<file path="config.mk">
export PLATFORM = sky130hd
export DESIGN_NAME = ssym_front_flat
export DESIGN_NICKNAME = d
export VERILOG_FILES = /design/src/sv/ssym_pkg.sv /design/src/sv/ssym_if.sv /design/src/sv/ssym_front.sv /design/src/flat_wrapper.sv
export SDC_FILE = /design/constraint.sdc
export NUM_CORES = 1
export LEC_CHECK = 0
export ABC_CLOCK_PERIOD_IN_PS = 4300
export BUFFER_PORTS_ARGS = -buffer_cell sky130_fd_sc_hd__buf_2
export CORE_MARGIN = 10
export CORE_UTILIZATION = 48
export CTS_CLUSTER_SIZE = 12
export DETAILED_ROUTE_END_ITERATION = 10
export HOLD_SLACK_MARGIN = 0.03
export PLACE_DENSITY_LB_ADDON = 0.15
export SLEW_MARGIN = 40
export SYNTH_ARGS = -nofsm -noshare
export SYNTH_HDL_FRONTEND = slang
export SYNTH_SLANG_ARGS = --single-unit
export TNS_END_PERCENT = 20
</file>
<file path="constraint.sdc">
create_clock -name i_clk -period 4.3 [get_ports i_clk]
set_input_delay 0.43 -clock i_clk [delete_from_list [all_inputs] [get_ports i_clk]]
set_output_delay 0.43 -clock i_clk [all_outputs]
set_load 0.1 [all_outputs]
</file>
<file path="src/sv/ssym_pkg.sv">
// ----------------------------------------------------------------------------
// ssym_pkg
// Shared types and constants for the scoped symbol stack.
// ----------------------------------------------------------------------------
package ssym_pkg;

    localparam int unsigned DEPTH_DEF        = 64;
    localparam int unsigned LEXEME_BYTES_DEF = 8;

    localparam logic [2:0] FN_PUSH     = 3'd0;
    localparam logic [2:0] FN_POP      = 3'd1;
    localparam logic [2:0] FN_DROP     = 3'd2;
    localparam logic [2:0] FN_LOOK_CUR = 3'd3;
    localparam logic [2:0] FN_LOOK_ALL = 3'd4;
    localparam logic [2:0] FN_CLEAR    = 3'd5;

    localparam logic [1:0] ST_OK    = 2'd0;
    localparam logic [1:0] ST_EMPTY = 2'd1;
    localparam logic [1:0] ST_FULL  = 2'd2;

    typedef enum logic [2:0] {
        OP_PUSH,
        OP_POP,
        OP_DROP,
        OP_LOOK_CUR,
        OP_LOOK_ALL,
        OP_CLEAR,
        OP_NOP
    } t_op_kind;

    typedef struct packed {
        t_op_kind    kind;
        logic [7:0]  sym;
        logic [63:0] lex;
        logic [3:0]  typ;
        logic [7:0]  scope;
    } t_op;

    typedef struct packed {
        logic [7:0]  sym;
        logic [63:0] lex;
        logic [3:0]  typ;
        logic [7:0]  scope;
    } t_entry;

    typedef enum logic [1:0] {
        S_IDLE,
        S_READ,
        S_CHECK
    } t_state;

endpackage

</file>
<file path="src/sv/ssym_if.sv">
// ----------------------------------------------------------------------------
// ssym_in_if / ssym_out_if
// Request and response channels of the scoped symbol stack.
// ----------------------------------------------------------------------------
interface ssym_in_if;
    logic        valid;
    logic        ready;
    logic [2:0]  func;
    logic [7:0]  symbol_code;
    logic [63:0] lexeme_text;
    logic [3:0]  entry_type;
    logic [7:0]  current_scope;

    modport source (output valid, func, symbol_code, lexeme_text, entry_type,
                    current_scope, input ready);
    modport sink   (input valid, func, symbol_code, lexeme_text, entry_type,
                    current_scope, output ready);
endinterface


</file>
<file path="src/sv/ssym_front.sv">
// ----------------------------------------------------------------------------
// ssym_front
// Accepts request words, trims the lexeme, decodes the function and queues
// the result in a two-entry queue for the back end.
// ----------------------------------------------------------------------------
module ssym_front #(
    parameter int unsigned LEXEME_BYTES = ssym_pkg::LEXEME_BYTES_DEF
) (
    input  logic             i_clk,
    input  logic             i_rst_n,
    ssym_in_if.sink          i_req,
    output logic             o_op_valid,
    input  logic             i_op_ready,
    output ssym_pkg::t_op    o_op
);
    import ssym_pkg::*;

    t_op        r_q [2];
    logic       r_wp, r_rp;
    logic [1:0] r_cnt;
    t_op        w_op;
    logic       w_push, w_pop;

    always_comb begin
        logic alive;
        alive        = 1'b1;
        w_op.lex     = '0;
        for (int i = 0; i < 8; i++) begin
            if (i < LEXEME_BYTES && alive && i_req.lexeme_text[8*i +: 8] != 8'd0) begin
                w_op.lex[8*i +: 8] = i_req.lexeme_text[8*i +: 8];
            end else begin
                alive = 1'b0;
            end
        end
        w_op.sym   = i_req.symbol_code;
        w_op.typ   = i_req.entry_type;
        w_op.scope = i_req.current_scope;
        case (i_req.func)
            FN_PUSH:     w_op.kind = OP_PUSH;
            FN_POP:      w_op.kind = OP_POP;
            FN_DROP:     w_op.kind = OP_DROP;
            FN_LOOK_CUR: w_op.kind = OP_LOOK_CUR;
            FN_LOOK_ALL: w_op.kind = OP_LOOK_ALL;
            FN_CLEAR:    w_op.kind = OP_CLEAR;
            default:     w_op.kind = OP_NOP;
        endcase
    end

    assign i_req.ready = (r_cnt != 2'd2);
    assign o_op_valid  = (r_cnt != 2'd0);
    assign o_op        = r_q[r_rp];
    assign w_push      = i_req.valid && i_req.ready;
    assign w_pop       = o_op_valid && i_op_ready;

    always_ff @(posedge i_clk) begin
        if (!i_rst_n) begin
            r_wp  <= 1'b0;
            r_rp  <= 1'b0;
            r_cnt <= 2'd0;
        end else begin
            if (w_push) r_wp <= ~r_wp;
            if (w_pop)  r_rp <= ~r_rp;
            r_cnt <= r_cnt + {1'b0, w_push} - {1'b0, w_pop};
        end
    end

    always_ff @(posedge i_clk) begin
        if (w_push) r_q[r_wp] <= w_op;
    end

endmodule

</file>
<file path="src/flat_wrapper.sv">
// flat-port wrapper written by rule: the top's interface ports become plain ports
module ssym_front_flat import ssym_pkg::*;
#(
    parameter int unsigned LEXEME_BYTES = ssym_pkg::LEXEME_BYTES_DEF
)
  (i_clk, i_rst_n, o_op_valid, i_op_ready, o_op, i_req_valid, i_req_func, i_req_symbol_code, i_req_lexeme_text, i_req_entry_type, i_req_current_scope, i_req_ready);
  ssym_in_if i_req_i ();
  input  logic i_clk;
  input  logic i_rst_n;
  output logic o_op_valid;
  input  logic i_op_ready;
  output ssym_pkg::t_op o_op;
  input wire logic [$bits(i_req_i.valid)-1:0] i_req_valid;
  input wire logic [$bits(i_req_i.func)-1:0] i_req_func;
  input wire logic [$bits(i_req_i.symbol_code)-1:0] i_req_symbol_code;
  input wire logic [$bits(i_req_i.lexeme_text)-1:0] i_req_lexeme_text;
  input wire logic [$bits(i_req_i.entry_type)-1:0] i_req_entry_type;
  input wire logic [$bits(i_req_i.current_scope)-1:0] i_req_current_scope;
  output wire logic [$bits(i_req_i.ready)-1:0] i_req_ready;
  assign i_req_i.valid = i_req_valid;
  assign i_req_i.func = i_req_func;
  assign i_req_i.symbol_code = i_req_symbol_code;
  assign i_req_i.lexeme_text = i_req_lexeme_text;
  assign i_req_i.entry_type = i_req_entry_type;
  assign i_req_i.current_scope = i_req_current_scope;
  assign i_req_ready = i_req_i.ready;
  ssym_front #(.LEXEME_BYTES(LEXEME_BYTES)) u_core (.i_clk(i_clk), .i_rst_n(i_rst_n), .i_req(i_req_i), .o_op_valid(o_op_valid), .i_op_ready(i_op_ready), .o_op(o_op));
endmodule
</file>
==> metrics.md <==
| Metric | Value |
|---|---|
| Run status | finished clean |
| Maximum level of the CTS H-tree | 4 |
| Worst reg-to-reg setup slack | roughly 2.2 ns |
| HPWL Detailed | 11.1 mm |
| Fmax | about 0.42 GHz |
| Die area | around 20000 um^2 |
| Crit path launch type | register |
| Clock Sinks | roughly 180 |
| Hold Path Class | primary input to register |
| Mapped Cells | between 400 and 500 |
| Reg2reg start | u_core.r_cnt[0] |
| Crit. End Element | output port |
| Initial core utilization | 49.5% |
| Period utilization | 55.2% |
| CP required | 3.87 ns |
| Fraction of the yosys area taken by sequential cells | 73.4% |
| WL final | 15.9 mm |
| Longest Clk Path Bufs | 2 |
| Die H | 143 um |
| RSZ-0062 raised after global routing | no |
| Root buf cell | clkbuf_16 |
| Final TNS setup | 0 ns |
| Most numerous cell in the Yosys netlist | edfxtp_1 |
| First-pass GRT wire length | 24.9 mm |
| GRT Overall Usage | between 15 and 20% |
| Crit Path Category | register to output port |
| Largest net degree at the start of global routing | between 50 and 60 |
| Critical Path AT | ~2.0 ns |
| DRC violations left | 0 |
| Row Count | 44 |
| Slew Viols, Final | 0 |
| R2r endpoint | u_core.r_q[0][78] |
| Setup Buffers After CTS | 0 |
| Max-slew headroom | around 54% |
| Final Skew | between 0.004 and 0.005 ns |
| Synth Flop Type | edfxtp_1 |
| Post-DRT Antenna Nets | 0 |
| Top-area cell type share of the netlist area | between 70% and 80% |
| Async SR Flop Fraction | 0% |
| DR iter-0 viols | around 270 |
| TritonCTS Buffers | 17 |
| Tightest Pin Transition | a little under 0.7 ns |
| CTS clk-pin slew, worst paths | 0.06 ns |
| Setup crit end | o_op[45] |
| Vias per cell | between 5 and 6 |
| Final Hold Viols | 0 |
| Synth Warn # | 0 |
| Final GP Congestion | about 0.72 |
| Wirelength per Cell | approximately 20 um |
| Clock insertion delay at the later pin of the skew report | between 0.4 and 0.5 ns |
| Worst-path fanout max | 36 |
| CTS tree | yes |
| Synth area leaders | edfxtp_1 (72%), mux2_2 (14%), nor4_1 (1.9%) |
| P&R area growth vs syn | 22.1% |
| Fill cell total of the finished layout | about 1100 |
| Syn Area/Cell | approximately 17 um^2 |
| Number of synthesized flops with an enable pin | 174 |
| Yosys reg bits | approximately 180 |
| Hold buffer count at CTS | 0 |
| Post-CTS sizing | 0 |
| Layout Nets | roughly 700 |
| Initial antenna violation count | 0 |
| Vias post-DR | between 4000 and 5000 |
| Top cells by count, synth | edfxtp_1 (174), mux2_2 (87), nor4_1 (22) |
| Path depth of the worst reg2reg path | 4 |
| Post-layout min period | about 2.4 ns |
| I/O Pins | 180 |
| Port bufs | roughly 180 |
| Core area | about 15000 um^2 |
| Area leader, netlist | edfxtp_1 |
| Syn Nets | 522 |
| Synth Cell Area | approximately 7300 um^2 |
| Total global routing overflow | 0 |
| Final setup violation count | 0 |
| Layout cells sized above 1 | 51.7% |
| Netlist cell types | 30 |
| Vias in the first global route | slightly below 5000 |
| Pre-Repair DR Iteration Count | 5 |
| Chip Width | roughly 140 um |
| Maxcap violations | 0 |
[per-stage QoR]
stage | hold slack (ns) | area [um^2] | utilization [%] | setup slack (ns) | instances
after global placement | 0.522 | 8240 | 56.3 | 1.80 | 768
final | 0.194 | 8860 | 60.5 | 1.92 | 805
after CTS | 0.175 | 8850 | 60.4 | 1.88 | 803
after detailed placement | 0.524 | 8300 | 56.7 | 1.86 | 771
after global routing | 0.184 | 8850 | 60.4 | 1.85 | 803
after floorplan | 0.504 | 7260 | - | 0.191 | 429
[layout by cell type, fill, tap and decap left out, types with 3 or more instances in the layout]
cell | Yosys | layout
and2_1 | 12 | 12
and3_1 | 11 | 10
and3_2 | 6 | 6
buf_12 | 0 | 3
buf_2 | 9 | 179
buf_4 | 4 | 4
clkbuf_16 | 0 | 17
clkinv_1 | 0 | 3
clkinv_4 | 0 | 4
clkinvlp_4 | 0 | 4
dfxtp_1 | 5 | 4
edfxtp_1 | 174 | 174
inv_1 | 3 | 3
mux2_2 | 87 | 87
nand2_1 | 21 | 20
nand2_2 | 5 | 6
nand3_1 | 16 | 16
nor2_1 | 17 | 16
nor3_1 | 7 | 7
nor4_1 | 22 | 22
xnor2_1 | 4 | 4
[sequential cells by signal (all words and copies together) (netlist names), named ones only]
| register | cells |
|---|---|
| u_core.r_q | 174 |
| u_core.r_wp | 1 |
| u_core.r_cnt | 2 |
| u_core.r_rp | 1 |
[worst min-delay path by stage]
stage,startpoint,to,slack (ns),depth (start not counted)
detailed placement,u_core.r_rp,register,0.52,2
global placement,u_core.r_rp,u_core.r_rp,0.52,2
finish,i_req_current_scope[5],u_core.r_q[0][5],0.19,1
CTS,i_req_symbol_code[5],u_core.r_q[0][81],0.17,1
floorplan,u_core.r_rp,register,0.50,2
global route,i_req_symbol_code[2],u_core.r_q[0][78],0.18,1
[cell type report]
type / count / area, um^2 / area share, %
flip-flops and latches: 179 / 5330 / 60.2
multi-input cells: 219 / 1750 / 19.8
repair buffers: 186 / 986 / 11.1
clock buffers: 18 / 429 / 4.85
well taps: 184 / 230 / 2.60
clock inverters: 14 / 116 / 1.31
inverters: 3 / 11.3 / 0.127
diodes: 2 / 5.00 / 0.0565
[worst max-delay path: stages, from the launching register on]
cell and delay [ns]:
dfxtp_4 0.42, buf_12 0.24, buf_4 0.21, mux2_2 0.35, buf_2 0.29
[metal layers]
metal,share of wire (%),GRT usage [%],wire (um),vias up
li1,-,-,-,1997
met1,42,18.3,6680,2094
met2,50,26.6,7890,132
met3,6.9,4.84,1090,15
met4,1.3,6.08,214,0
met5,0,0,0,-
[cell families (layout without fill, tap and decap cells)]
| group | Yosys count | after routing | share of synthesized area (%) |
|---|---|---|---|
| buf+inv | 31 | 221 | 2.67 |
| flops | 179 | 179 | 73.4 |
| compound gates | 1 | 1 | 0.104 |
| other cells | 0 | 2 | 0 |
| xor+xnor | 4 | 4 | 0.483 |
| fa+ha+maj | 2 | 2 | 0.345 |
| mux | 87 | 87 | 13.5 |
| simple gates | 125 | 125 | 9.49 |
Power is left out: the tool's default activity adds up to more than one toggle a clock period on the data nets, which glitch-free logic cannot reach.
